### config.mk
export PLATFORM = sky130hd
export DESIGN_NAME = ddo_cordic
export DESIGN_NICKNAME = d
export VERILOG_FILES = /design/src/rtl/differential_drive_odometry_core_macros.svh /design/src/rtl/ddo_pkg.sv /design/src/rtl/ddo_cordic.sv
export SDC_FILE = /design/constraint.sdc
export NUM_CORES = 1
export LEC_CHECK = 0
export ABC_AREA = 1
export BUFFER_PORTS_ARGS = -buffer_cell sky130_fd_sc_hd__buf_2
export CAP_MARGIN = 20
export CELL_PAD_IN_SITES_DETAIL_PLACEMENT = 0
export CELL_PAD_IN_SITES_GLOBAL_PLACEMENT = 1
export CORE_UTILIZATION = 30
export CTS_CLUSTER_DIAMETER = 60
export DETAILED_ROUTE_END_ITERATION = 6
export PLACE_DENSITY_LB_ADDON = 0.05
export SYNTH_ARGS = -nofsm -noshare
export SYNTH_HDL_FRONTEND = slang
export SYNTH_SLANG_ARGS = --single-unit
### constraint.sdc
create_clock -name clock -period 11.4 [get_ports clock]
set_input_delay 1.14 -clock clock [delete_from_list [all_inputs] [get_ports clock]]
set_output_delay 1.14 -clock clock [all_outputs]
set_load 0.02 [all_outputs]
### src/rtl/differential_drive_odometry_core_macros.svh
// assertion helpers for the odometry core
`ifndef DIFFERENTIAL_DRIVE_ODOMETRY_CORE_MACROS_SVH
`define DIFFERENTIAL_DRIVE_ODOMETRY_CORE_MACROS_SVH

`ifndef NO_ASSERTIONS
`define DDO_ASSERT_IMPLIES(lbl, clk, rst, ante, cons, msg) \
   lbl: assert property (@(posedge clk) disable iff (rst) (ante) |-> (cons)) \
      else $error(msg);
`define DDO_ASSERT_NEXT(lbl, clk, rst, ante, cons, msg) \
   lbl: assert property (@(posedge clk) disable iff (rst) (ante) |=> (cons)) \
      else $error(msg);
`else
`define DDO_ASSERT_IMPLIES(lbl, clk, rst, ante, cons, msg)
`define DDO_ASSERT_NEXT(lbl, clk, rst, ante, cons, msg)
`endif

`endif

### src/rtl/ddo_pkg.sv
package ddo_pkg;

   localparam int FRAC_BITS       = 16;
   localparam int TRIG_ITERATIONS = 24;
   localparam int HEAD_SHIFT      = 2 * FRAC_BITS - 28;
   localparam int MOD_STEPS       = 30;

   localparam logic signed [30:0] PI_Q28      = 31'sd843314857;
   localparam logic [30:0]        TWO_PI_Q28  = 31'd1686629713;
   localparam logic signed [34:0] HALF_PI_Q30 = 35'sd1686629713;
   localparam logic signed [34:0] PI_Q30      = 35'sd3373259426;
   localparam logic signed [32:0] CORDIC_GAIN = 33'sd652032874;

   localparam logic [1:0] OP_SET_WHEELS = 2'd0;
   localparam logic [1:0] OP_SET_DRIVE  = 2'd1;
   localparam logic [1:0] OP_ADVANCE    = 2'd2;

   localparam logic [2:0] CSR_MAX_SPEED  = 3'd0;
   localparam logic [2:0] CSR_WHEEL_DIST = 3'd1;
   localparam logic [2:0] CSR_OFFSET_X   = 3'd2;
   localparam logic [2:0] CSR_OFFSET_Y   = 3'd3;
   localparam logic [2:0] CSR_TIME_STEP  = 3'd4;

   localparam logic [30:0] MAX_SPEED_RST  = 31'd6553600;
   localparam logic [30:0] WHEEL_DIST_RST = 31'd1310720;
   localparam logic [31:0] TIME_STEP_RST  = 32'd655;

   typedef struct packed {
      logic               set_wheels;
      logic               mix;
      logic               advance;
      logic signed [31:0] first;
      logic signed [31:0] second;
   } item_type;

   typedef struct packed {
      logic               done;
      logic signed [32:0] cos_val;
      logic signed [32:0] sin_val;
   } trig_type;

   typedef struct packed {
      logic               done;
      logic signed [31:0] quot;
   } quot_type;

   function automatic logic [29:0] atan_q30(input logic [4:0] idx);
      case (idx)
         5'd0:  return 30'd843314856;
         5'd1:  return 30'd497837829;
         5'd2:  return 30'd263043836;
         5'd3:  return 30'd133525158;
         5'd4:  return 30'd67021686;
         5'd5:  return 30'd33543515;
         5'd6:  return 30'd16775850;
         5'd7:  return 30'd8388437;
         5'd8:  return 30'd4194282;
         5'd9:  return 30'd2097149;
         5'd10: return 30'd1048575;
         5'd11: return 30'd524287;
         5'd12: return 30'd262143;
         5'd13: return 30'd131071;
         5'd14: return 30'd65535;
         5'd15: return 30'd32767;
         5'd16: return 30'd16383;
         5'd17: return 30'd8191;
         5'd18: return 30'd4095;
         5'd19: return 30'd2047;
         5'd20: return 30'd1023;
         5'd21: return 30'd511;
         5'd22: return 30'd255;
         5'd23: return 30'd127;
         5'd24: return 30'd63;
         5'd25: return 30'd31;
         5'd26: return 30'd15;
         5'd27: return 30'd7;
         5'd28: return 30'd3;
         5'd29: return 30'd1;
         default: return 30'd0;
      endcase
   endfunction

   function automatic logic signed [31:0] sat32(input logic signed [65:0] v);
      if (v > 66'sd2147483647) begin
         return 32'sh7fffffff;
      end else if (v < -66'sd2147483648) begin
         return 32'sh80000000;
      end else begin
         return v[31:0];
      end
   endfunction

   function automatic logic signed [31:0] clamp_speed(input logic signed [65:0] s,
                                                      input logic [30:0] m);
      logic signed [65:0] mx;
      logic signed [65:0] mn;
      mx = $signed({35'd0, m});
      mn = -mx;
      if (s > mx) begin
         return mx[31:0];
      end else if (s < mn) begin
         return mn[31:0];
      end else begin
         return s[31:0];
      end
   endfunction

endpackage

### src/rtl/ddo_cordic.sv
module ddo_cordic #(
   parameter int TRIG_ITERATIONS = ddo_pkg::TRIG_ITERATIONS
) (
   input  logic               clock,
   input  logic               reset,
   input  logic               start,
   input  logic signed [30:0] heading,
   output ddo_pkg::trig_type  result
);

   localparam logic [4:0] LAST = 5'(TRIG_ITERATIONS - 1);

   logic signed [32:0] x_ff;
   logic signed [32:0] y_ff;
   logic signed [34:0] z_ff;
   logic [4:0]         idx_ff;
   logic               neg_ff;
   logic               busy_ff;
   logic               done_ff;

   logic signed [34:0] z0;
   logic signed [34:0] z_fold;
   logic               neg_in;
   logic signed [32:0] dx;
   logic signed [32:0] dy;
   logic signed [34:0] at;

   always_comb begin
      z0     = $signed({{2{heading[30]}}, heading, 2'b00});
      z_fold = z0;
      neg_in = 1'b0;
      // fold into the half plane the iterations converge on
      if (z0 > ddo_pkg::HALF_PI_Q30) begin
         z_fold = z0 - ddo_pkg::PI_Q30;
         neg_in = 1'b1;
      end else if (z0 < -ddo_pkg::HALF_PI_Q30) begin
         z_fold = z0 + ddo_pkg::PI_Q30;
         neg_in = 1'b1;
      end
      dx = y_ff >>> idx_ff;
      dy = x_ff >>> idx_ff;
      at = $signed({5'd0, ddo_pkg::atan_q30(idx_ff)});
   end

   always_ff @(posedge clock) begin
      if (start) begin
         x_ff   <= ddo_pkg::CORDIC_GAIN;
         y_ff   <= '0;
         z_ff   <= z_fold;
         neg_ff <= neg_in;
         idx_ff <= 5'd0;
      end else if (busy_ff) begin
         if (!z_ff[34]) begin
            x_ff <= x_ff - dx;
            y_ff <= y_ff + dy;
            z_ff <= z_ff - at;
         end else begin
            x_ff <= x_ff + dx;
            y_ff <= y_ff - dy;
            z_ff <= z_ff + at;
         end
         idx_ff <= idx_ff + 5'd1;
      end
   end

   always_ff @(posedge clock) begin
      if (reset) begin
         busy_ff <= 1'b0;
         done_ff <= 1'b0;
      end else if (start) begin
         busy_ff <= 1'b1;
         done_ff <= 1'b0;
      end else if (busy_ff && idx_ff == LAST) begin
         busy_ff <= 1'b0;
         done_ff <= 1'b1;
      end
   end

   assign result.done    = done_ff;
   assign result.cos_val = neg_ff ? -x_ff : x_ff;
   assign result.sin_val = neg_ff ? -y_ff : y_ff;

endmodule

== Yosys cells after proc, flatten, opt, wreduce, memory -nomap -nowiden ==
Memories as Yosys holds them, arrays and structs flattened. A register that Yosys moved wholly into a read port is not among the register bits.
Cells that the tools add are included.

* Reductions and logical operators: 4
* Add/sub/neg operators: 11
* Muxes and demuxes: 14
* Magnitude comparators: 2
* Shift operators: 2
* Equality and inequality tests: 1

{| class="wikitable"
|+ Operator list
! cell !! count
|-
| 35-bit 2-to-1 mux || 5
|-
| 33-bit 2-to-1 mux || 4
|-
| 33-bit adder || 2
|-
| 33-bit negation || 2
|-
| 33-bit by 5-bit >>> shifter with 33-bit output || 2
|-
| 33-bit subtractor || 2
|-
| 35-bit by 31-bit adder with 35-bit output || 1
|-
| 35-bit by 31-bit subtractor with 35-bit output || 1
|-
| 33-bit by 33-bit adder with 34-bit output (second input constant) || 1
|-
| 33-bit by 33-bit subtractor with 34-bit output (second input constant) || 1
|-
| 33-bit by 32-bit > comparator with 1-bit output (second input constant) || 1
|-
| 33-bit by 32-bit less-than comparator with 1-bit output (second input constant) || 1
|-
| 5-bit 2-to-1 mux || 2
|-
| 5-bit by 1-bit adder with 5-bit output (second input constant) || 1
|-
| 5-bit == test (second input constant) || 1
|-
| 2-bit nonzero test || 2
|-
| 1-bit 2-to-1 mux || 3
|-
| 2-bit OR reduction || 1
|-
| 1-bit logical AND || 1
|}

* Input bits: 34
* Output and inout bits: 67
* Flip-flop bits (word level): 109
* Memories: 1
* ROM bits: 960

{| class="wikitable"
|+ Memories
! name !! depth !! width !! read ports !! clocked after Yosys merged registers in !! write ports !! line !! RTL
|-
| (no name shown) || 32 || 30 || 1 || 1 || 0 || ddo_pkg.sv:48 || <nowiki>case (idx)</nowiki>
|}

== Depth between registers and ports, before layout ==
* Depth after elaboration: 4
* Mapped depth: 34

== Least setup slack after synthesis ==
Ideal clock, no wire load.

* Path type: register -> register
* From: reg idx_ff[2]
* To: reg x_ff[23]
* Buffers on the path: 3
* Data arrival time: 3.938 ns
* Cell stages (with the launch flop): 29
* Clock period less this slack: 4.076 ns
* Setup slack: 7.324 ns
* Library setup time: 0.138 ns
* Path through: dfxtp_1 > buf_2 > buf_4 > clkbuf_1 > nand3_1 > nand2_1 > nand2_1 > a21oi_1 > a31oi_4 > ha_1 > nand3_1 > inv_1 > nand2_1 > o21ai_0 > xor2_1 > inv_1 > ha_1 > a21oi_1 > inv_1 > a31oi_1 > a21boi_0 > inv_1 > nand2_1 > nand2_1 > a21boi_0 > o21ai_0 > or2_2 > nand3_1 > o211ai_1

* Cells in the longest elaborated chain, start to end: 3
* Elaborated cells on any way between the ends: 4

{| class="wikitable"
|+ RTL lines
! item !! line !! RTL
|-
| start, declared || ddo_cordic.sv:16 || <nowiki>logic [4:0] idx_ff;</nowiki>
|-
| start signal, assigned || ddo_cordic.sv:62 || <nowiki>idx_ff <= idx_ff + 5'd1;</nowiki>
|-
| 33-bit by 5-bit >>> shifter with 33-bit output (*) || ddo_cordic.sv:40 || <nowiki>dx = y_ff >>> idx_ff;</nowiki>
|-
| 33-bit subtractor or 33-bit adder (tied branches) || ddo_cordic.sv:54, ddo_cordic.sv:58 ||
|-
| 33-bit 2-to-1 mux (*) || ddo_cordic.sv:53 || <nowiki>if (!z_ff[34]) begin</nowiki>
|-
| end signal, assigned || ddo_cordic.sv:47 || <nowiki>x_ff <= ddo_pkg::CORDIC_GAIN;</nowiki>
|-
| end signal, assigned || ddo_cordic.sv:54 || <nowiki>x_ff <= x_ff - dx;</nowiki>
|-
| end signal, assigned || ddo_cordic.sv:58 || <nowiki>x_ff <= x_ff + dx;</nowiki>
|-
| end, declared || ddo_cordic.sv:13 || <nowiki>logic signed [32:0] x_ff;</nowiki>
|}

Every way passes the cells marked *; elsewhere a longest branch is shown, timed or not.
A chain may end at the register's enable or synchronous reset.

== Final worst setup path ==
* From: reg idx_ff[0]
* To: reg y_ff[19]

* Cells in the longest elaborated chain, start to end: 3
* Elaborated cells on any way between the ends: 4

{| class="wikitable"
|+ RTL lines
! item !! line !! RTL
|-
| 33-bit by 5-bit >>> shifter with 33-bit output (*) || ddo_cordic.sv:41 || <nowiki>dy = x_ff >>> idx_ff;</nowiki>
|-
| 33-bit adder or 33-bit subtractor (tied branches) || ddo_cordic.sv:55, ddo_cordic.sv:59 ||
|-
| 33-bit 2-to-1 mux (*) || ddo_cordic.sv:53 ||
|-
| end signal, assigned || ddo_cordic.sv:55 || <nowiki>y_ff <= y_ff + dy;</nowiki>
|-
| end signal, assigned || ddo_cordic.sv:59 || <nowiki>y_ff <= y_ff - dy;</nowiki>
|-
| end, declared || ddo_cordic.sv:14 || <nowiki>logic signed [32:0] y_ff;</nowiki>
|}

Marks and branches as above.

==> flow_summary_export.csv <==
group,metric,value,unit
status,status,"finished, final reports clean",
logic_synthesis,ys.flop_type,"dfxtp_1",
power,switching_share,56.30,%
critical_path,cp_data_required_time,11790,ps
clocking,cts.path.max_buffers,2,
drt,ant_nets,0,
sta,maxSlewHeadroom,31.66,%
finish,post-route-util,32.99,%
logic_synthesis,yosysUniqueCellTypes,60,
finish,drive_above_1_share,6.553,%
finish,multi_input_area,14460,um^2
sta,finalSetupViolations,0,
grt,grt_use_met1,30.95,%
clocking,numCtsBuffers,17,
sta,period_share,55.25,%
logic_synthesis,synth_edf_count,36,
drt,num_vias,22230,
grt,grt_max_degree,77,
critical_path,critPathArrivalTime,6690,ps
drt,routed_wl,83180,um
power,clkPwrFrac,13.5,%
logic_synthesis,yosysWarningCount,0,
logic_synthesis,avgSynthCellArea,5.791,um^2
grt,grt-ovfl-total,0,
die,initial_utilization,30.33,%
placement,port-buffer-count,100,
drt,vias_per_cell,5.238,
power,power.density,213.9,nW/um^2
worst_hold_path,hold_depth,2,
finish,layout_commonest_cell,"nand2_1",
logic_synthesis,synthesis.area,19550,um^2
power,switchingPower,2.561,mW
grt,grtUsageMet3,2.886,%
clocking,cts_root_buf,"clkbuf_16",
power,p_leak,10.24,nW
sta,fmax,0.1588,GHz
critical_path,worstSetupStartpointType,"register",
logic_synthesis,synth_fp_nets,3530,
die,core,64460,um^2
clocking,cts_sinks,139,
drt,first_pass_iters,6,
finish,fin_nets,3529,
drt,wl_per_cell,19.60,um
grt,grt_pass1_wl,126100,um
critical_path,critical_path.endpoint_type,"register",
clocking,h-tree-depth,4,
finish,mostFrequentLayoutCells,"nand2_1, nand3_1, nor2_1, inv_1",
sta,finClkSkew,17.69,ps
placement,dpl.hpwl,65850,um
grt,grt_pass1_vias,21020,
sta,post-route-min-period,6298,ps
critical_path,rr_worst_depth,26,
drt,drc_errors,0,
placement,gp_congestion,0.8794,
flow_run,maxCapViolCount,0,
grt,met2_usage,43.65,%
finish,nFillCells,7383,
sta,worst_pin_slew,1024,ps
power,internal_power,1.988,mW
clocking,cts_hold_buf,0,
die,die-height,257.3,um
clocking,clkLatencyLatePin,500,ps
clocking,cts_tree,"yes",
die,die_x,257.3,um
finish,regArea,3151,um^2
sta,fin_setup_tns,0,ps
grt,grt_usage,24.84,%
power,p_total,4.550,mW
critical_path,critPathKind,"register to register",
power,p_seq_share,17.2,%
drt,first_iter_violations,1565,
die,io_pins,101,
finish,area_growth,8.787,%
logic_synthesis,synth_seq_area_share,16.08,%
worst_hold_path,worst_hold_path_type,"register to register",
grt,antenna_found_initial,1,
sta,drv_slew,0,
grt,gr-max-usage-layer,"met2",
clocking,cts_resized,0,
logic_synthesis,synth_cells,3376,
die,rows,93,
logic_synthesis,async_flop_share,0,%
clocking,post_cts_buffers,0,
power,combPwrFrac,69.3,%
power,ir_drop,0.1146,mV
clocking,cts.reportedPaths.clkPinSlew,90,ps
critical_path,worstPathMaxFanout,76,
sta,hold_viol,0,
sta,rsz0062_at_grt,"false",
die,die_area,66190,um^2
logic_synthesis,ys_ff_latch,139,
[Yosys cell counts, drive strengths merged, types with 5 or more instances]
cell	n	share of area [%]
a21boi	14	0.54
o22ai	14	0.45
nand3	444	11
a31oi	33	1.2
or2	19	0.61
nor3	58	1.5
nand2	864	17
o21bai	6	0.23
inv	337	6.5
a21o	5	0.19
dfxtp	103	11
nor2	348	6.8
xor2	142	6.4
a211oi	6	0.23
xnor2	49	2.2
o31ai	11	0.42
buf	82	2.2
a21oi	240	6.2
edfxtp	36	5.5
nand4	36	1.2
o211ai	13	0.50
ha	117	7.5
o221ai	7	0.31
o21a	15	0.58
clkbuf	62	1.2
o21ai	258	6.7
nand3b	9	0.35
nor4	14	0.45
[critical path, stage by stage, from the launching register on]
cell	delay (ps)
dfxtp_2	320
buf_4	570
inv_2	270
buf_4	370
nand2_1	150
nand3_1	100
nand3_1	110
nand2_1	90
o21ai_0	470
or2_2	220
o21a_1	160
ha_1	230
o21ai_0	380
ha_1	320
nand3_1	90
nand2_1	80
nand2_1	80
nand2_1	50
a21oi_1	280
o21ai_0	190
a21boi_0	620
o21ai_0	310
inv_1	160
o21ai_0	130
xor2_1	160
o21ai_0	150
inv_1	50
[layer usage]
metal	up-vias	wire, um
li1	11300	-
met2	501	40640
met1	10310	37070
met5	-	0
met4	0	2800
met3	121	2670
[power by group through the flow]
stage | clock network [mW] | logic (mW) | registers (mW)
2_1_floorplan | 0 | 2.33 | 0.702
3_3_place_gp | 0 | 3.15 | 0.799
3_5_place_dp | 0 | 3.15 | 0.798
4_1_cts | 0.639 | 3.16 | 0.787
5_1_grt | 0.654 | 3.55 | 0.796
6_report | 0.612 | 3.15 | 0.784
[final timing paths]
path,startpoint,endpoint,slack (ps)
max,idx_ff[0],y_ff[19],5100
min,done_ff,done_ff,530
max reg2reg,idx_ff[0],y_ff[19],5100
min reg2reg,done_ff,done_ff,530
[through the flow]
step | worst slack, ps | instances | hold slack, ps | cell area, um^2
finish | 5102 | 4244 | 534.8 | 21270
global route | 4461 | 4243 | 622.0 | 21270
floorplan | 7324 | 3376 | 479.1 | 19550
global placement | 5141 | 4211 | 513.3 | 20650
CTS | 5067 | 4243 | 540.0 | 21270
detailed placement | 5094 | 4211 | 505.3 | 20650
[registers in the layout, summed over array words and instances (netlist names)]
| register | flops |
|---|---|
| idx_ff | 5 |
| neg_ff | 1 |
| x_ff | 33 |
| done_ff | 1 |
| busy_ff | 1 |
| z_ff | 35 |
| y_ff | 33 |
| at | 30 |
[layout make-up]
cell class / instances / share of cell area, %
Multi-Input combinational cell: 2752 / 68.00
Sequential cell: 139 / 14.81
Inverter: 341 / 6.018
Tap cell: 855 / 5.030
Timing Repair Buffer: 124 / 3.212
Clock buffer: 17 / 2.000
Clock inverter: 15 / 0.9119
Antenna cell: 1 / 0.01177
[cells by family (layout without fill, tap and decap cells)]
family,Yosys count,after routing,share of synthesized area (%)
simple gates,1797,1797,39.16
compound gates,642,642,18.35
buf+inv,485,497,9.958
xor+xnor,191,191,8.557
flops,139,139,16.08
fa+ha+maj,120,120,7.795
mux,2,2,0.1024
other cells,0,1,0
No activity file was read; power rests on OpenSTA's default activity.
