## src/rtl/differential_drive_odometry_core_macros.svh

```systemverilog
// assertion helpers for the odometry core
`ifndef DIFFERENTIAL_DRIVE_ODOMETRY_CORE_MACROS_SVH
`define DIFFERENTIAL_DRIVE_ODOMETRY_CORE_MACROS_SVH

`ifndef NO_ASSERTIONS
`define DDO_ASSERT_IMPLIES(lbl, clk, rst, ante, cons, msg) \
   lbl: assert property (@(posedge clk) disable iff (rst) (ante) |-> (cons)) \
      else $error(msg);
`define DDO_ASSERT_NEXT(lbl, clk, rst, ante, cons, msg) \
   lbl: assert property (@(posedge clk) disable iff (rst) (ante) |=> (cons)) \
      else $error(msg);
`else
`define DDO_ASSERT_IMPLIES(lbl, clk, rst, ante, cons, msg)
`define DDO_ASSERT_NEXT(lbl, clk, rst, ante, cons, msg)
`endif

`endif

```

## src/rtl/ddo_pkg.sv

```systemverilog
package ddo_pkg;

   localparam int FRAC_BITS       = 16;
   localparam int TRIG_ITERATIONS = 24;
   localparam int HEAD_SHIFT      = 2 * FRAC_BITS - 28;
   localparam int MOD_STEPS       = 30;

   localparam logic signed [30:0] PI_Q28      = 31'sd843314857;
   localparam logic [30:0]        TWO_PI_Q28  = 31'd1686629713;
   localparam logic signed [34:0] HALF_PI_Q30 = 35'sd1686629713;
   localparam logic signed [34:0] PI_Q30      = 35'sd3373259426;
   localparam logic signed [32:0] CORDIC_GAIN = 33'sd652032874;

   localparam logic [1:0] OP_SET_WHEELS = 2'd0;
   localparam logic [1:0] OP_SET_DRIVE  = 2'd1;
   localparam logic [1:0] OP_ADVANCE    = 2'd2;

   localparam logic [2:0] CSR_MAX_SPEED  = 3'd0;
   localparam logic [2:0] CSR_WHEEL_DIST = 3'd1;
   localparam logic [2:0] CSR_OFFSET_X   = 3'd2;
   localparam logic [2:0] CSR_OFFSET_Y   = 3'd3;
   localparam logic [2:0] CSR_TIME_STEP  = 3'd4;

   localparam logic [30:0] MAX_SPEED_RST  = 31'd6553600;
   localparam logic [30:0] WHEEL_DIST_RST = 31'd1310720;
   localparam logic [31:0] TIME_STEP_RST  = 32'd655;

   typedef struct packed {
      logic               set_wheels;
      logic               mix;
      logic               advance;
      logic signed [31:0] first;
      logic signed [31:0] second;
   } item_type;

   typedef struct packed {
      logic               done;
      logic signed [32:0] cos_val;
      logic signed [32:0] sin_val;
   } trig_type;

   typedef struct packed {
      logic               done;
      logic signed [31:0] quot;
   } quot_type;

   function automatic logic [29:0] atan_q30(input logic [4:0] idx);
      case (idx)
         5'd0:  return 30'd843314856;
         5'd1:  return 30'd497837829;
         5'd2:  return 30'd263043836;
         5'd3:  return 30'd133525158;
         5'd4:  return 30'd67021686;
         5'd5:  return 30'd33543515;
         5'd6:  return 30'd16775850;
         5'd7:  return 30'd8388437;
         5'd8:  return 30'd4194282;
         5'd9:  return 30'd2097149;
         5'd10: return 30'd1048575;
         5'd11: return 30'd524287;
         5'd12: return 30'd262143;
         5'd13: return 30'd131071;
         5'd14: return 30'd65535;
         5'd15: return 30'd32767;
         5'd16: return 30'd16383;
         5'd17: return 30'd8191;
         5'd18: return 30'd4095;
         5'd19: return 30'd2047;
         5'd20: return 30'd1023;
         5'd21: return 30'd511;
         5'd22: return 30'd255;
         5'd23: return 30'd127;
         5'd24: return 30'd63;
         5'd25: return 30'd31;
         5'd26: return 30'd15;
         5'd27: return 30'd7;
         5'd28: return 30'd3;
         5'd29: return 30'd1;
         default: return 30'd0;
      endcase
   endfunction

   function automatic logic signed [31:0] sat32(input logic signed [65:0] v);
      if (v > 66'sd2147483647) begin
         return 32'sh7fffffff;
      end else if (v < -66'sd2147483648) begin
         return 32'sh80000000;
      end else begin
         return v[31:0];
      end
   endfunction

   function automatic logic signed [31:0] clamp_speed(input logic signed [65:0] s,
                                                      input logic [30:0] m);
      logic signed [65:0] mx;
      logic signed [65:0] mn;
      mx = $signed({35'd0, m});
      mn = -mx;
      if (s > mx) begin
         return mx[31:0];
      end else if (s < mn) begin
         return mn[31:0];
      end else begin
         return s[31:0];
      end
   endfunction

endpackage

```

## src/rtl/ddo_divider.sv

```systemverilog
module ddo_divider (
   input  logic               clock,
   input  logic               reset,
   input  logic               start,
   input  logic signed [32:0] diff,
   input  logic [30:0]        divisor,
   output ddo_pkg::quot_type  result
);

   localparam int         NUM_W = 33 + ddo_pkg::FRAC_BITS;
   localparam logic [5:0] LAST  = 6'(NUM_W - 1);

   logic [NUM_W-1:0]   quo_ff;
   logic [30:0]        rem_ff;
   logic [30:0]        den_ff;
   logic               neg_ff;
   logic [5:0]         cnt_ff;
   logic               busy_ff;
   logic               done_ff;

   logic signed [33:0] diff_w;
   logic [32:0]        mag;
   logic [31:0]        shifted;
   logic [31:0]        trial;
   logic               ge;
   logic signed [65:0] qs;

   always_comb begin
      diff_w  = 34'(diff);
      mag     = diff_w[33] ? 33'(-diff_w) : 33'(diff_w);
      shifted = {rem_ff, quo_ff[NUM_W-1]};
      trial   = shifted - {1'b0, den_ff};
      ge      = (shifted >= {1'b0, den_ff});
      qs      = $signed(66'(quo_ff));
      if (neg_ff) qs = -qs;
   end

   always_ff @(posedge clock) begin
      if (start) begin
         quo_ff <= {mag, ddo_pkg::FRAC_BITS'(0)};
         rem_ff <= '0;
         den_ff <= (divisor == 31'd0) ? 31'd1 : divisor;  // zero spacing acts as one
         neg_ff <= diff[32];
         cnt_ff <= 6'd0;
      end else if (busy_ff) begin
         rem_ff <= ge ? trial[30:0] : shifted[30:0];
         quo_ff <= {quo_ff[NUM_W-2:0], ge};
         cnt_ff <= cnt_ff + 6'd1;
      end
   end

   always_ff @(posedge clock) begin
      if (reset) begin
         busy_ff <= 1'b0;
         done_ff <= 1'b0;
      end else if (start) begin
         busy_ff <= 1'b1;
         done_ff <= 1'b0;
      end else if (busy_ff && cnt_ff == LAST) begin
         busy_ff <= 1'b0;
         done_ff <= 1'b1;
      end
   end

   assign result.done = done_ff;
   assign result.quot = ddo_pkg::sat32(qs);

endmodule

```

## config.mk

```make
export PLATFORM = sky130hd
export DESIGN_NAME = ddo_divider
export DESIGN_NICKNAME = d
export VERILOG_FILES = /design/src/rtl/differential_drive_odometry_core_macros.svh /design/src/rtl/ddo_pkg.sv /design/src/rtl/ddo_divider.sv
export SDC_FILE = /design/constraint.sdc
export NUM_CORES = 1
export LEC_CHECK = 0
export BUFFER_PORTS_ARGS = -buffer_cell sky130_fd_sc_hd__buf_2
export CORE_MARGIN = 2
export CORE_UTILIZATION = 28
export DETAILED_ROUTE_END_ITERATION = 7
export GPL_ROUTABILITY_DRIVEN = 0
export PLACE_DENSITY = 0.47
export SKIP_LAST_GASP = 1
export SLEW_MARGIN = 20
export SYNTH_ARGS = -nofsm -noshare
export SYNTH_HDL_FRONTEND = slang
export SYNTH_SLANG_ARGS = --single-unit
```

## constraint.sdc

```tcl
create_clock -name clock -period 7.15 [get_ports clock]
set_input_delay 0.715 -clock clock [delete_from_list [all_inputs] [get_ports clock]]
set_output_delay 0.715 -clock clock [all_outputs]
set_load 0.02 [all_outputs]
```

# Yosys cells after proc, flatten, opt, wreduce, memory -nomap -nowiden
# Index checks and enable logic that the tools add are counted.
[op_classes] n_addsub=4 eq_ne=1 n_reduce_logical=5 mux=9 order_cmp=3
[ops] cell="two-way mux 49 bit" n=2
[ops] cell="greater-than comparator 66 x 32 -> 1 bit, second input constant" n=1
[ops] cell="less-than comparator 66 x 32 -> 1 bit, second input constant" n=1
[ops] cell="two-way mux 66 bit" n=1
[ops] cell="negation 49 -> 66 bit" n=1
[ops] cell="two-way mux 32 bit" n=2
[ops] cell="two-way mux 33 bit" n=1
[ops] cell="negation 33 bit" n=1
[ops] cell=">= comparator 32 x 31 -> 1 bit" n=1
[ops] cell="zero test 31 bit" n=1
[ops] cell="two-way mux 31 bit" n=1
[ops] cell="subtractor 31 bit" n=1
[ops] cell="adder 6 x 1 -> 6 bit, second input constant" n=1
[ops] cell="== test 6 bit, second input constant" n=1
[ops] cell="nonzero test 2 bit" n=2
[ops] cell="two-way mux 1 bit" n=2
[ops] cell="OR reduction 2 bit" n=1
[ops] cell="logical AND 1 bit" n=1
[totals] out_inout_bits=33 reg_bits=120 input_bits=67 wordCells=30

# Depth between registers and ports, before layout
# Gate-level depths: netlist of run 1.
[logic_depth] depth_word=5 mapped_depth=13 mapped_depth_nobuf=11

# Least setup slack after synthesis of run 1
# Ideal clock, no wire load.
[synth_timing] path_kind="register to output" startpoint="register quo_ff[19]" endpoint="output result[0] (netlist bit)" path_slack_ns=2.497 t_arrival_ns=3.938 stages_incl_launch_ff=11 required_time_ns=6.435 n_path_buf=2 path_cell_list="edfxtp_1 > or4_1 > or4_1 > buf_2 > or4_4 > o41ai_1 > xor2_1 > a2111oi_0 > a41oi_1 > clkbuf_1 > o21ai_0"
[synth_rtl] element="from (decl)" line="ddo_divider.sv:13" text="logic [NUM_W-1:0] quo_ff;"
[synth_rtl] element="from (signal assigned)" line="ddo_divider.sv:40" text="quo_ff <= {mag, ddo_pkg::FRAC_BITS'(0)};"
[synth_rtl] element="from (signal assigned)" line="ddo_divider.sv:47" text="quo_ff <= {quo_ff[NUM_W-2:0], ge};"
[synth_rtl] element="to (decl)" line="ddo_divider.sv:7" text="output ddo_pkg::quot_type result"

==> reports/metrics.yaml, run 1 <==
power_and_ir_drop:
  pwr_per_cell_area_mw_per_mm2: 220.8
  vdd_drop_max_v: 0.0001332
  power.leakage_uw: 0.003929
global_route:
  globalRoute.totalOverflow: 0
  grtUsageTotal_pct: 15.25
  number_of_antenna_violations_at_the_first_check_in_global_routing: 0
  grt_first_pass_wirelength_microns: 40240
  first_global_vias: 7448
  largest_net_degree_at_the_start_of_global_routing: 73
route:
  detail-route-antenna-nets: 0
  initialDrtViolationCount: 402
  detailed_route_wire_length_per_cell_microns: 16.91
  detail_route.wirelength_microns: 25040
  drt_pass1_iterations: 6
  vias: 7779
  routed_via_density: 5.253
  detail_route.drc_violations: 0
die:
  io-pin-count: 100
  num_rows: 64
  floorplan.initialDensity_pct: 28.58
  full_die_area_sq_mm: 0.03282
  die_h_microns: 181.2
  fp.dieW_microns: 181.2
  core_region_area_sq_mm: 0.03075
timing:
  timing.setup.tns_ps: 0
  min_period_ps: 5639
  final_min_period_over_clock_period_pct: 78.87
  rsz0062_at_grt: "no"
  max-slew-margin-rel_pct: 31.18
  fin_worst_skew_ps: 15.17
  tightestPinTransition_ps: 1028
  final_hold_viol_count: 0
  final_max_slew_viol_count: 0
  timing.hold.ws_ps: 463.4
  max_clock_freq_ghz: 0.1773
  setup_violations: 0
clock_tree:
  worst_path_clk_slew_ps: 50
  insertion_delay_ps: 430
  postCtsSetupBuffers: 0
  cts.sinks: 120
  cts_max_path_buffers: 2
  htree_num_levels: 4
  numCtsBuffers: 17
  post_cts_sizing: 0
  post_cts_hold_buffer_count: 0
  cts_root_buf: "sky130_fd_sc_hd__clkbuf_16"
  tritoncts: "built"
synthesis:
  synthArstFlopShare_pct: 0
  postSynthCellCount: 1033
  yosysWarnings: 0
  synth_flop_cell: "sky130_fd_sc_hd__edfxtp_1"
  synth.lib_cells_used.distinct: 68
  synth-seq-cells: 120
  yosysSeqAreaShare_pct: 34.73
  number_of_nets_produced_by_synthesis: 1136
  synth_edf_count: 65
  mean_cell_area_of_the_mapped_netlist_sq_um: 8.509
  synth.cell_area_sq_mm: 0.008790
cells_and_area:
  fillerInstances: 3266
  antenna-diode-count: 0
  mostFrequentLayoutCell: "sky130_fd_sc_hd__buf_2"
  drive_gt1_share_pct: 14.65
  layoutNonFillerInstCount: 1481
  total_number_of_nets_in_the_final_design: 1175
  mostFrequentLayoutCells: "sky130_fd_sc_hd__buf_2, sky130_fd_sc_hd__nand2_1, sky130_fd_sc_hd__nor2_1"
  area.growth.synth_to_final_pct: 15.30
critical_path:
  path_cells: "or4_1, or4_1, or4_4, o41ai_1, xor2_1, a2111oi_0, a41oi_4, buf_16, o21ai_0, buf_2"
  critical_path_peak_fanout: 31
  critPathMaxStageDelay_ps: 720
  cp.arrival_ps: 4920
  crit_top_cell: "sky130_fd_sc_hd__or4_1"
  worst-endpoint-required_ps: 6430
  standard_cell_with_the_maximum_stage_delay_on_the_critical_path: "sky130_fd_sc_hd__a2111oi_0"
  timing.critical_path.to_type: "primary output"
  timing.critical_path.from_type: "flop"
  timing.setup.critical_path_class: "reg2out"
worst_hold_path:
  min-delay-path-class: "in2reg"
placed_design:
  buffer_ports.inserted: 99
  placed_wire_length_estimate_after_detailed_placement_microns: 18160
  place.detailed.instances: 1448
run_status:
  outcome: "finished, final reports clean"
flow_run:
  max_cap_violations: 0
path summary, 6_finish.rpt:
path	start	to	slack [ps]	cells past startpoint
setup / recovery	quo_ff[18]	result[0]	1510	10
hold reg to reg	rem_ff[16]	rem_ff[16]	500	2
hold / removal	reset	busy_ff	460	2
setup reg to reg	quo_ff[48]	rem_ff[25]	3480	12
cells in the mapped netlist (6+ instances only):
cell type,instances,area [sq um]
sky130_fd_sc_hd__a211oi_1,6,45.04
sky130_fd_sc_hd__a21o_1,11,82.58
sky130_fd_sc_hd__a21oi_1,37,185.2
sky130_fd_sc_hd__a22o_1,32,280.3
sky130_fd_sc_hd__a311oi_1,16,140.1
sky130_fd_sc_hd__a31oi_1,8,50.05
sky130_fd_sc_hd__clkbuf_1,77,289.0
sky130_fd_sc_hd__dfxtp_1,55,1101
sky130_fd_sc_hd__edfxtp_1,65,1952
sky130_fd_sc_hd__ha_1,35,437.9
sky130_fd_sc_hd__inv_1,50,187.7
sky130_fd_sc_hd__mux2i_1,27,270.3
sky130_fd_sc_hd__nand2_1,87,326.6
sky130_fd_sc_hd__nand2b_1,11,68.82
sky130_fd_sc_hd__nand3_1,21,105.1
sky130_fd_sc_hd__nand4_1,15,93.84
sky130_fd_sc_hd__nor2_1,77,289.0
sky130_fd_sc_hd__nor2b_1,11,68.82
sky130_fd_sc_hd__nor3_1,25,125.1
sky130_fd_sc_hd__nor4_1,22,137.6
sky130_fd_sc_hd__o21a_1,8,60.06
sky130_fd_sc_hd__o21ai_0,64,320.3
sky130_fd_sc_hd__o21ai_1,28,140.1
sky130_fd_sc_hd__o31ai_1,22,165.2
sky130_fd_sc_hd__o41ai_1,12,105.1
sky130_fd_sc_hd__or2_2,6,37.54
sky130_fd_sc_hd__or3_1,10,62.56
sky130_fd_sc_hd__or4_1,17,127.6
sky130_fd_sc_hd__xnor2_1,46,402.9
sky130_fd_sc_hd__xor2_1,44,385.4
critical path, delay by kind of cell (launching register included):
| family | cells | cell delay, ps |
|---|---|---|
| and+or+nand+nor | 3 | 1910 |
| xor gates and xnor gates | 1 | 160 |
| DFF | 1 | 450 |
| AOI/OAI and AO/OA | 4 | 1540 |
| buffers and inverters | 2 | 420 |
cells by family (layout without fill, tap and decap cells):
group / count (synthesis) / in the layout / share of synthesized area, %
AO/OA/AOI/OAI: 292 / 292 / 22.79
buffers and inverters: 140 / 192 / 6.406
flip-flops: 120 / 120 / 34.73
multiplexers: 27 / 27 / 3.075
adder cells (fa/ha/maj): 36 / 36 / 5.210
AND/OR/NAND/NOR: 328 / 328 / 18.82
XOR/XNOR: 90 / 90 / 8.968
layer usage:
layer / global-route usage, % / share of wire, % / vias to the layer above
met2: 25.64 / 47 / 173
met3: 2.701 / 4.0 / 20
li1: - / - / 3887
met1: 20.45 / 48 / 3699
met5: 0 / 0 / -
met4: 3.220 / 1.1 / 0
sequential cells by signal, summed over array words and instances, names as in the netlist:
register	cells
cnt_ff	6
rem_ff	31
quo_ff	49
neg_ff	1
done_ff	1
busy_ff	1
den_ff	31
power by group:
group | internal [uW] | switching (uW)
combinational | 205 | 316
clock | 537 | 339
sequential | 786 | 54.3
total | 1530 | 710
through the flow:
| stage | instance area [sq um] | setup WS, ps | total power (uW) | utilization [%] |
|---|---|---|---|---|
| after floorplan | 8790 | 2497 | 1217 | - |
| after global placement | 9494 | 1825 | 1371 | 30.88 |
| after detailed placement | 9494 | 1655 | 1371 | 30.88 |
| after CTS | 10090 | 1182 | 2255 | 32.81 |
| final | 10130 | 1511 | 2238 | 32.96 |
| after global routing | 10130 | 1323 | 2354 | 32.96 |
final cells by class:
class	instances	area, sq um	share of cell area, %
well taps	396	495.5	4.889
repair buffers	110	600.6	5.926
multi-input cells	773	5202	51.33
inverters	50	187.7	1.852
clock buffers	22	506.7	5.000
clock inverters	10	87.58	0.8642
flip-flops and latches	120	3054	30.14
(Power assumes the default switching activity.)
==> run 2: changes to the inputs <==
--- a/config.mk
+++ b/config.mk
@@ -5,12 +5,13 @@
 export SDC_FILE = /design/constraint.sdc
 export NUM_CORES = 1
 export LEC_CHECK = 0
+export ABC_AREA = 1
 export BUFFER_PORTS_ARGS = -buffer_cell sky130_fd_sc_hd__buf_2
 export CORE_MARGIN = 2
 export CORE_UTILIZATION = 28
 export DETAILED_ROUTE_END_ITERATION = 7
 export GPL_ROUTABILITY_DRIVEN = 0
-export PLACE_DENSITY = 0.47
+export PLACE_DENSITY = 0.48
 export SKIP_LAST_GASP = 1
 export SLEW_MARGIN = 20
 export SYNTH_ARGS = -nofsm -noshare
==> constraint.sdc (replaced) <==
create_clock -name clock -period 4.7 [get_ports clock]
set_input_delay 0.47 -clock clock [delete_from_list [all_inputs] [get_ports clock]]
set_output_delay 0.47 -clock clock [all_outputs]
set_load 0.02 [all_outputs]
==> run 2 against run 1 <==
  * Via count grew 20%
  * Final area grew 8.1%
  * Count of clock-buffer cells in the layout is 1 higher
  * Utilization is 0.28 points lower
  * Routed wire length up 21%
  * Combinational power grew 18%
  * Largest cell class unchanged
  * Critical endpoint is now result[29]
==> reports/metrics.yaml, run 2 <==
power_and_ir_drop:
  sw_frac_of_total_pct: 30.97
  power_switching_uw: 987.7
  p_seq_share_pct: 38.4
  total_power_uw: 3189
  vdd_drop_max_v: 0.0002473
  pwr-share-comb_pct: 19.3
  pwr_per_cell_area_mw_per_mm2: 291.1
  power.leakage_uw: 0.005135
  cellInternalPower_uw: 2202
  clock_power_share_pct: 42.3
critical_path:
  cp.arrival_ps: 3060
  worst-endpoint-required_ps: 4230
  r2r_slack_ps: 1390
  timing.setup.critical_path_class: "reg2out"
  critical_path_peak_fanout: 31
  timing.rr.end: "rem_ff[14]"
  r2r-start: "quo_ff[48]"
  timing.critical_path.to_type: "primary output"
  r2r.worst_path.cells: 14
  timing.critical_path.from_type: "flop"
cells_and_area:
  fillerInstances: 3771
  antenna-diode-count: 0
  drive_gt1_share_pct: 14.46
  mostFrequentLayoutCell: "sky130_fd_sc_hd__nand2_1"
  largest_register_ff_count: 49
  total_number_of_nets_in_the_final_design: 1605
  largest_register: "quo_ff"
  largest_registers: "quo_ff x49, den_ff x31, rem_ff x31"
  multiInputGateArea_sq_mm: 0.005518
  mostFrequentLayoutCells: "sky130_fd_sc_hd__nand2_1, sky130_fd_sc_hd__nor2_1, sky130_fd_sc_hd__inv_1"
  area.growth.synth_to_final_pct: 14.64
  area.sequential_sq_mm: 0.003053
timing:
  fin_worst_skew_ps: 10.50
  final_max_slew_viol_count: 0
  max_clock_freq_ghz: 0.2829
  tightestPinTransition_ps: 844.7
  final_hold_viol_count: 0
  setup_violations: 0
  timing.setup.tns_ps: 0
  final_min_period_over_clock_period_pct: 75.21
  rsz0062_at_grt: "no"
  min_period_ps: 3535
  timing.hold.ws_ps: 208.5
  max-slew-margin-rel_pct: 43.63
clock_tree:
  post_cts_sizing: 0
  cts_max_path_buffers: 2
  worst_path_clk_slew_ps: 60
  cts_root_buf: "sky130_fd_sc_hd__clkbuf_16"
  post_cts_hold_buffer_count: 0
  numCtsBuffers: 17
  postCtsSetupBuffers: 0
  insertion_delay_ps: 430
  cts.sinks: 120
  tritoncts: "built"
  htree_num_levels: 4
placed_design:
  buffer_ports.inserted: 99
  placed_wire_length_estimate_after_detailed_placement_microns: 23620
synthesis:
  commonest_cells_in_the_netlist: "sky130_fd_sc_hd__nand2_1, sky130_fd_sc_hd__nor2_1, sky130_fd_sc_hd__inv_1, sky130_fd_sc_hd__o21ai_0, sky130_fd_sc_hd__nand3_1"
  yosysWarnings: 0
  synthArstFlopShare_pct: 0
  synth.top_cells.by_area: "sky130_fd_sc_hd__edfxtp_1, sky130_fd_sc_hd__nand2_1, sky130_fd_sc_hd__dfxtp_1, sky130_fd_sc_hd__nor2_1, sky130_fd_sc_hd__inv_1"
  yosysSeqAreaShare_pct: 31.94
  synth.lib_cells_used.distinct: 46
  synth.most_common_cell: "sky130_fd_sc_hd__nand2_1"
  synth.cell_area_sq_mm: 0.009558
  synth-seq-cells: 120
  postSynthCellCount: 1446
  synth_top_cell_by_area: "sky130_fd_sc_hd__edfxtp_1"
  netlist.area_leader.share_pct: 20.42
  mean_cell_area_of_the_mapped_netlist_sq_um: 6.610
  synth_flop_cell: "sky130_fd_sc_hd__edfxtp_1"
  synth_edf_count: 65
  number_of_nets_produced_by_synthesis: 1549
die:
  io-pin-count: 100
  fp.dieW_microns: 188.8
  floorplan.initialDensity_pct: 28.50
  core_region_area_sq_mm: 0.03353
  die_h_microns: 188.8
  num_rows: 67
  full_die_area_sq_mm: 0.03563
flow_run:
  max_cap_violations: 0
route:
  detailed_route_wire_length_per_cell_microns: 15.47
  vias: 9358
  detail_route.wirelength_microns: 30360
  initialDrtViolationCount: 565
  detail_route.drc_violations: 0
  drt_pass1_iterations: 5
  detail-route-antenna-nets: 0
  routed_via_density: 4.767
worst_hold_path:
  min-delay-start: "reset"
  holdPathEnd: "done_ff"
  hold_depth: 2
  min-delay-path-class: "in2reg"
global_route:
  largest_net_degree_at_the_start_of_global_routing: 53
  grt_first_pass_wirelength_microns: 48040
  number_of_antenna_violations_at_the_first_check_in_global_routing: 1
  first_global_vias: 9043
  grtUsageTotal_pct: 17.08
  globalRoute.totalOverflow: 0
run_status:
  outcome: "finished, final reports clean"
[run 2: cell types whose count changed after synthesis, sizes merged, moves of 36 or more]
cell and change:
nor2 +118, xnor2 -36, a21oi +37, nand3 +59, nand2 +323, inv +124
[run 2: power groups by stage]
stage / combinational (uW) / clock (uW) / sequential, uW
6_report: 616 / 1350 / 1220
5_1_grt: 693 / 1420 / 1230
4_1_cts: 620 / 1380 / 1220
3_5_place_dp: 618 / 0 / 1250
3_3_place_gp: 620 / 0 / 1240
2_1_floorplan: 432 / 0 / 1230
[run 2: worst max-delay path, cell delays in order (launching register included)]
cell	delay, ps
sky130_fd_sc_hd__dfxtp_1	310
sky130_fd_sc_hd__inv_1	120
sky130_fd_sc_hd__ha_1	200
sky130_fd_sc_hd__nand2_1	90
sky130_fd_sc_hd__nor2_2	140
sky130_fd_sc_hd__nand3_1	100
sky130_fd_sc_hd__nand2_2	230
sky130_fd_sc_hd__nand4_1	120
sky130_fd_sc_hd__nand2_1	130
sky130_fd_sc_hd__nand2_1	70
sky130_fd_sc_hd__nor2_2	100
sky130_fd_sc_hd__nand2_1	60
sky130_fd_sc_hd__nor2_2	70
sky130_fd_sc_hd__nand2_1	60
sky130_fd_sc_hd__nand2_2	420
sky130_fd_sc_hd__nand2_1	140
sky130_fd_sc_hd__nand2_1	90
sky130_fd_sc_hd__buf_2	170
[run 2: per-layer routing]
metal	up-vias	GRT usage, %	share of wire [%]
met1	4321	22.36	48
li1	4820	-	-
met3	29	2.608	3.7
met5	-	0	0.043
met4	2	5.319	1.8
met2	186	28.86	47
[run 2: logic make-up after synthesis]
| logic type | after synthesis | synth area share (%) |
|---|---|---|
| XOR/XNOR | 47 | 4.307 |
| AO/OA/AOI/OAI | 246 | 14.36 |
| AND/OR/NAND/NOR | 753 | 34.22 |
| flip-flops | 120 | 31.94 |
| adder cells (fa/ha/maj) | 36 | 4.791 |
| buffers and inverters | 244 | 10.38 |
[run 2: layout make-up]
cell class / count / share of cell area [%]
Clock buffer: 23 / 4.762
Clock inverter: 9 / 0.7537
Inverter: 174 / 5.961
Multi-Input combinational cell: 1082 / 50.36
Sequential cell: 120 / 27.86
Tap cell: 448 / 5.116
Timing Repair Buffer: 107 / 5.184
[run 2: worst max-delay path by stage]
stage	start	endpoint	slack (ps)	cells past startpoint
2_1_floorplan	quo_ff[1]	result[1]	2270	19
3_3_place_gp	quo_ff[48]	rem_ff[3]	1490	14
3_5_place_dp	quo_ff[48]	rem_ff[14]	1400	14
4_1_cts	quo_ff[0]	result[4]	1130	19
5_1_grt	quo_ff[17]	result[14]	820	18
6_report	quo_ff[1]	result[29]	1170	17
[run 2: per-stage QoR]
stage	area [sq um]	std cells	utilization, %	worst slack, ps
2_1_floorplan	9558	1446	-	2269
3_3_place_gp	10350	1931	30.87	1486
3_5_place_dp	10350	1931	30.87	1399
4_1_cts	10960	1963	32.68	1132
5_1_grt	10960	1963	32.68	823.0
6_report	10960	1963	32.68	1165
==> run 3: changes to the inputs <==
--- a/config.mk
+++ b/config.mk
@@ -11,7 +11,7 @@
 export CORE_UTILIZATION = 28
 export DETAILED_ROUTE_END_ITERATION = 7
 export GPL_ROUTABILITY_DRIVEN = 0
-export PLACE_DENSITY = 0.48
+export PLACE_DENSITY = 0.47
 export SKIP_LAST_GASP = 1
 export SLEW_MARGIN = 20
 export SYNTH_ARGS = -nofsm -noshare
==> constraint.sdc (replaced) <==
create_clock -name clock -period 3.52 [get_ports clock]
set_input_delay 0.352 -clock clock [delete_from_list [all_inputs] [get_ports clock]]
set_output_delay 0.352 -clock clock [all_outputs]
set_load 0.02 [all_outputs]
==> run 3 against run 2 <==
  * Sequential power increased by 34%
  * Register-to-register slack worse by 810 ps
  * Via count increased by 0.13%
  * Utilization up 0.32 points
  * Global-route usage barely moved
  * Sequential share of layout area fell by 0.27 points
  * Combinational power is 34% higher
  * Setup slack got worse by 890 ps
  * Clock skew down 1.8 ps
  * Critical path type unchanged
==> reports/metrics.yaml, run 3 (same netlist as run 2, synthesis figures left out) <==
run_status:
  outcome: "finished, final reports clean"
cells_and_area:
  mostFrequentLayoutCells: "sky130_fd_sc_hd__nand2_1, sky130_fd_sc_hd__nor2_1, sky130_fd_sc_hd__inv_1"
  area.growth.synth_to_final_pct: 15.75
  mostFrequentLayoutCell: "sky130_fd_sc_hd__nand2_1"
  largest_register: "quo_ff"
  layoutNonFillerInstCount: 1975
  largest_register_ff_count: 49
  drive_gt1_share_pct: 15.20
  largest_registers: "quo_ff x49, den_ff x31, rem_ff x31"
  total_number_of_nets_in_the_final_design: 1616
global_route:
  grt_first_pass_wirelength_microns: 48000
  largest_net_degree_at_the_start_of_global_routing: 58
  first_global_vias: 8987
  number_of_antenna_violations_at_the_first_check_in_global_routing: 1
  grtUsageTotal_pct: 17.04
  globalRoute.totalOverflow: 0
route:
  detail_route.drc_violations: 0
  drt_pass1_iterations: 5
  initialDrtViolationCount: 656
  routed_via_density: 4.744
  vias: 9370
  detail_route.wirelength_microns: 30040
  detail-route-antenna-nets: 0
  detailed_route_wire_length_per_cell_microns: 15.21
power_and_ir_drop:
  power_switching_uw: 1356
  power.leakage_uw: 0.005190
  clock_power_share_pct: 43.0
  vdd_drop_max_v: 0.0002966
  cellInternalPower_uw: 2961
  pwr_per_cell_area_mw_per_mm2: 390.2
  pwr-share-comb_pct: 19.1
  p_seq_share_pct: 37.9
  sw_frac_of_total_pct: 31.41
clock_tree:
  cts_root_buf: "sky130_fd_sc_hd__clkbuf_16"
  worst_path_clk_slew_ps: 60
  insertion_delay_ps: 430
  htree_num_levels: 4
  post_cts_hold_buffer_count: 0
  tritoncts: "built"
  cts.sinks: 120
  numCtsBuffers: 17
  cts_max_path_buffers: 2
worst_hold_path:
  hold_depth: 2
  holdPathEnd: "busy_ff"
  min-delay-start: "reset"
  min-delay-path-class: "in2reg"
critical_path:
  r2r-start: "quo_ff[48]"
  timing.setup.critical_path_class: "reg2out"
  r2r.worst_path.cells: 15
  timing.critical_path.from_type: "flop"
  r2r_slack_ps: 580
  cp.arrival_ps: 2890
  worst-endpoint-required_ps: 3170
  critical_path_peak_fanout: 31
  timing.critical_path.to_type: "primary output"
  timing.rr.end: "rem_ff[26]"
die:
  core_region_area_sq_mm: 0.03353
  die_h_microns: 188.8
  io-pin-count: 100
  floorplan.initialDensity_pct: 28.50
  full_die_area_sq_mm: 0.03563
  fp.dieW_microns: 188.8
  num_rows: 67
timing:
  min_period_ps: 3241
  final_hold_viol_count: 0
  final_max_slew_viol_count: 0
  rsz0062_at_grt: "yes"
  timing.hold.ws_ps: 92.66
  fin_worst_skew_ps: 8.672
  tightestPinTransition_ps: 862.0
  final.setup.worst_slack_ps: 278.9
  setup_violations: 0
  final_min_period_over_clock_period_pct: 92.08
  max-slew-margin-rel_pct: 42.47
  max_clock_freq_ghz: 0.3085
placed_design:
  buffer_ports.inserted: 99
  placed_wire_length_estimate_after_detailed_placement_microns: 23700
  place_ws_ps: 547.1
  place.detailed.instances: 1942
flow_run:
  max_cap_violations: 0
## run 3: routing by layer
metal	global-route usage (%)	routed length (microns)	vias to the layer above
li1	-	-	4850
met1	22.49	14300	4288
met2	28.42	13940	196
met3	2.514	1092	36
met4	5.769	716	0
met5	0	0	-
## run 3: power groups by stage
stage                     clock, uW  combinational (uW)  sequential [uW]
after floorplan                   0                 577             1640
after global placement            0                 822             1660
after detailed placement          0                 824             1660
after CTS                      1890                 827             1630
after global routing           1950                 927             1640
final                          1860                 826             1630
## run 3: layout make-up
class | count | area (sq um)
Antenna cell | 1 | 2.502
Tap cell | 448 | 560.5
Multi-Input combinational cell | 1082 | 5532
Inverter | 174 | 653.1
Clock inverter | 15 | 191.4
Timing Repair Buffer | 118 | 645.6
Clock buffer | 17 | 425.4
Sequential cell | 120 | 3053
Fill cell | 3722 | 22470
## run 3: through the flow
step                total power [uW]  TNS [ps]  area [sq um]  utilization [%]
global route                    4521    -79.49         11060            32.99
detailed placement              2487         0         10420            31.08
floorplan                       2213         0          9558                -
global placement                2486         0         10420            31.08
finish                          4316         0         11060            32.99
CTS                             4355         0         11040            32.92
## run 3: how the worst max path moves through the flow
| stage | cells after the start | slack, ps | from | endpoint |
|---|---|---|---|---|
| after floorplan | 15 | 1110 | quo_ff[48] | rem_ff[0] |
| after global placement | 15 | 560 | quo_ff[48] | rem_ff[26] |
| after detailed placement | 15 | 550 | quo_ff[48] | rem_ff[25] |
| after CTS | 15 | 110 | quo_ff[27] | result[7] |
| after global routing | 17 | -20 | quo_ff[18] | result[10] |
| final | 16 | 280 | quo_ff[27] | result[0] |
## run 3: what timing repair did
action	in CTS	in global routing
buffers inserted	0	0
endpoints found under the hold margin	0	0
gates resized for setup	0	4
setup endpoints to repair	0	31
## run 3: worst max-delay path, stage by stage, from the launching register on
cell	delay, ps
sky130_fd_sc_hd__edfxtp_1	500
sky130_fd_sc_hd__nor2_1	170
sky130_fd_sc_hd__nand2_1	110
sky130_fd_sc_hd__nor2_1	140
sky130_fd_sc_hd__nand2_2	120
sky130_fd_sc_hd__nor2_2	180
sky130_fd_sc_hd__nand2_1	100
sky130_fd_sc_hd__nand2_1	90
sky130_fd_sc_hd__and3_1	180
sky130_fd_sc_hd__nand3_2	90
sky130_fd_sc_hd__nor2_2	100
sky130_fd_sc_hd__nand2_1	60
sky130_fd_sc_hd__nand2_2	60
sky130_fd_sc_hd__buf_8	190
sky130_fd_sc_hd__nand2_1	110
sky130_fd_sc_hd__nand2_1	70
sky130_fd_sc_hd__buf_2	160
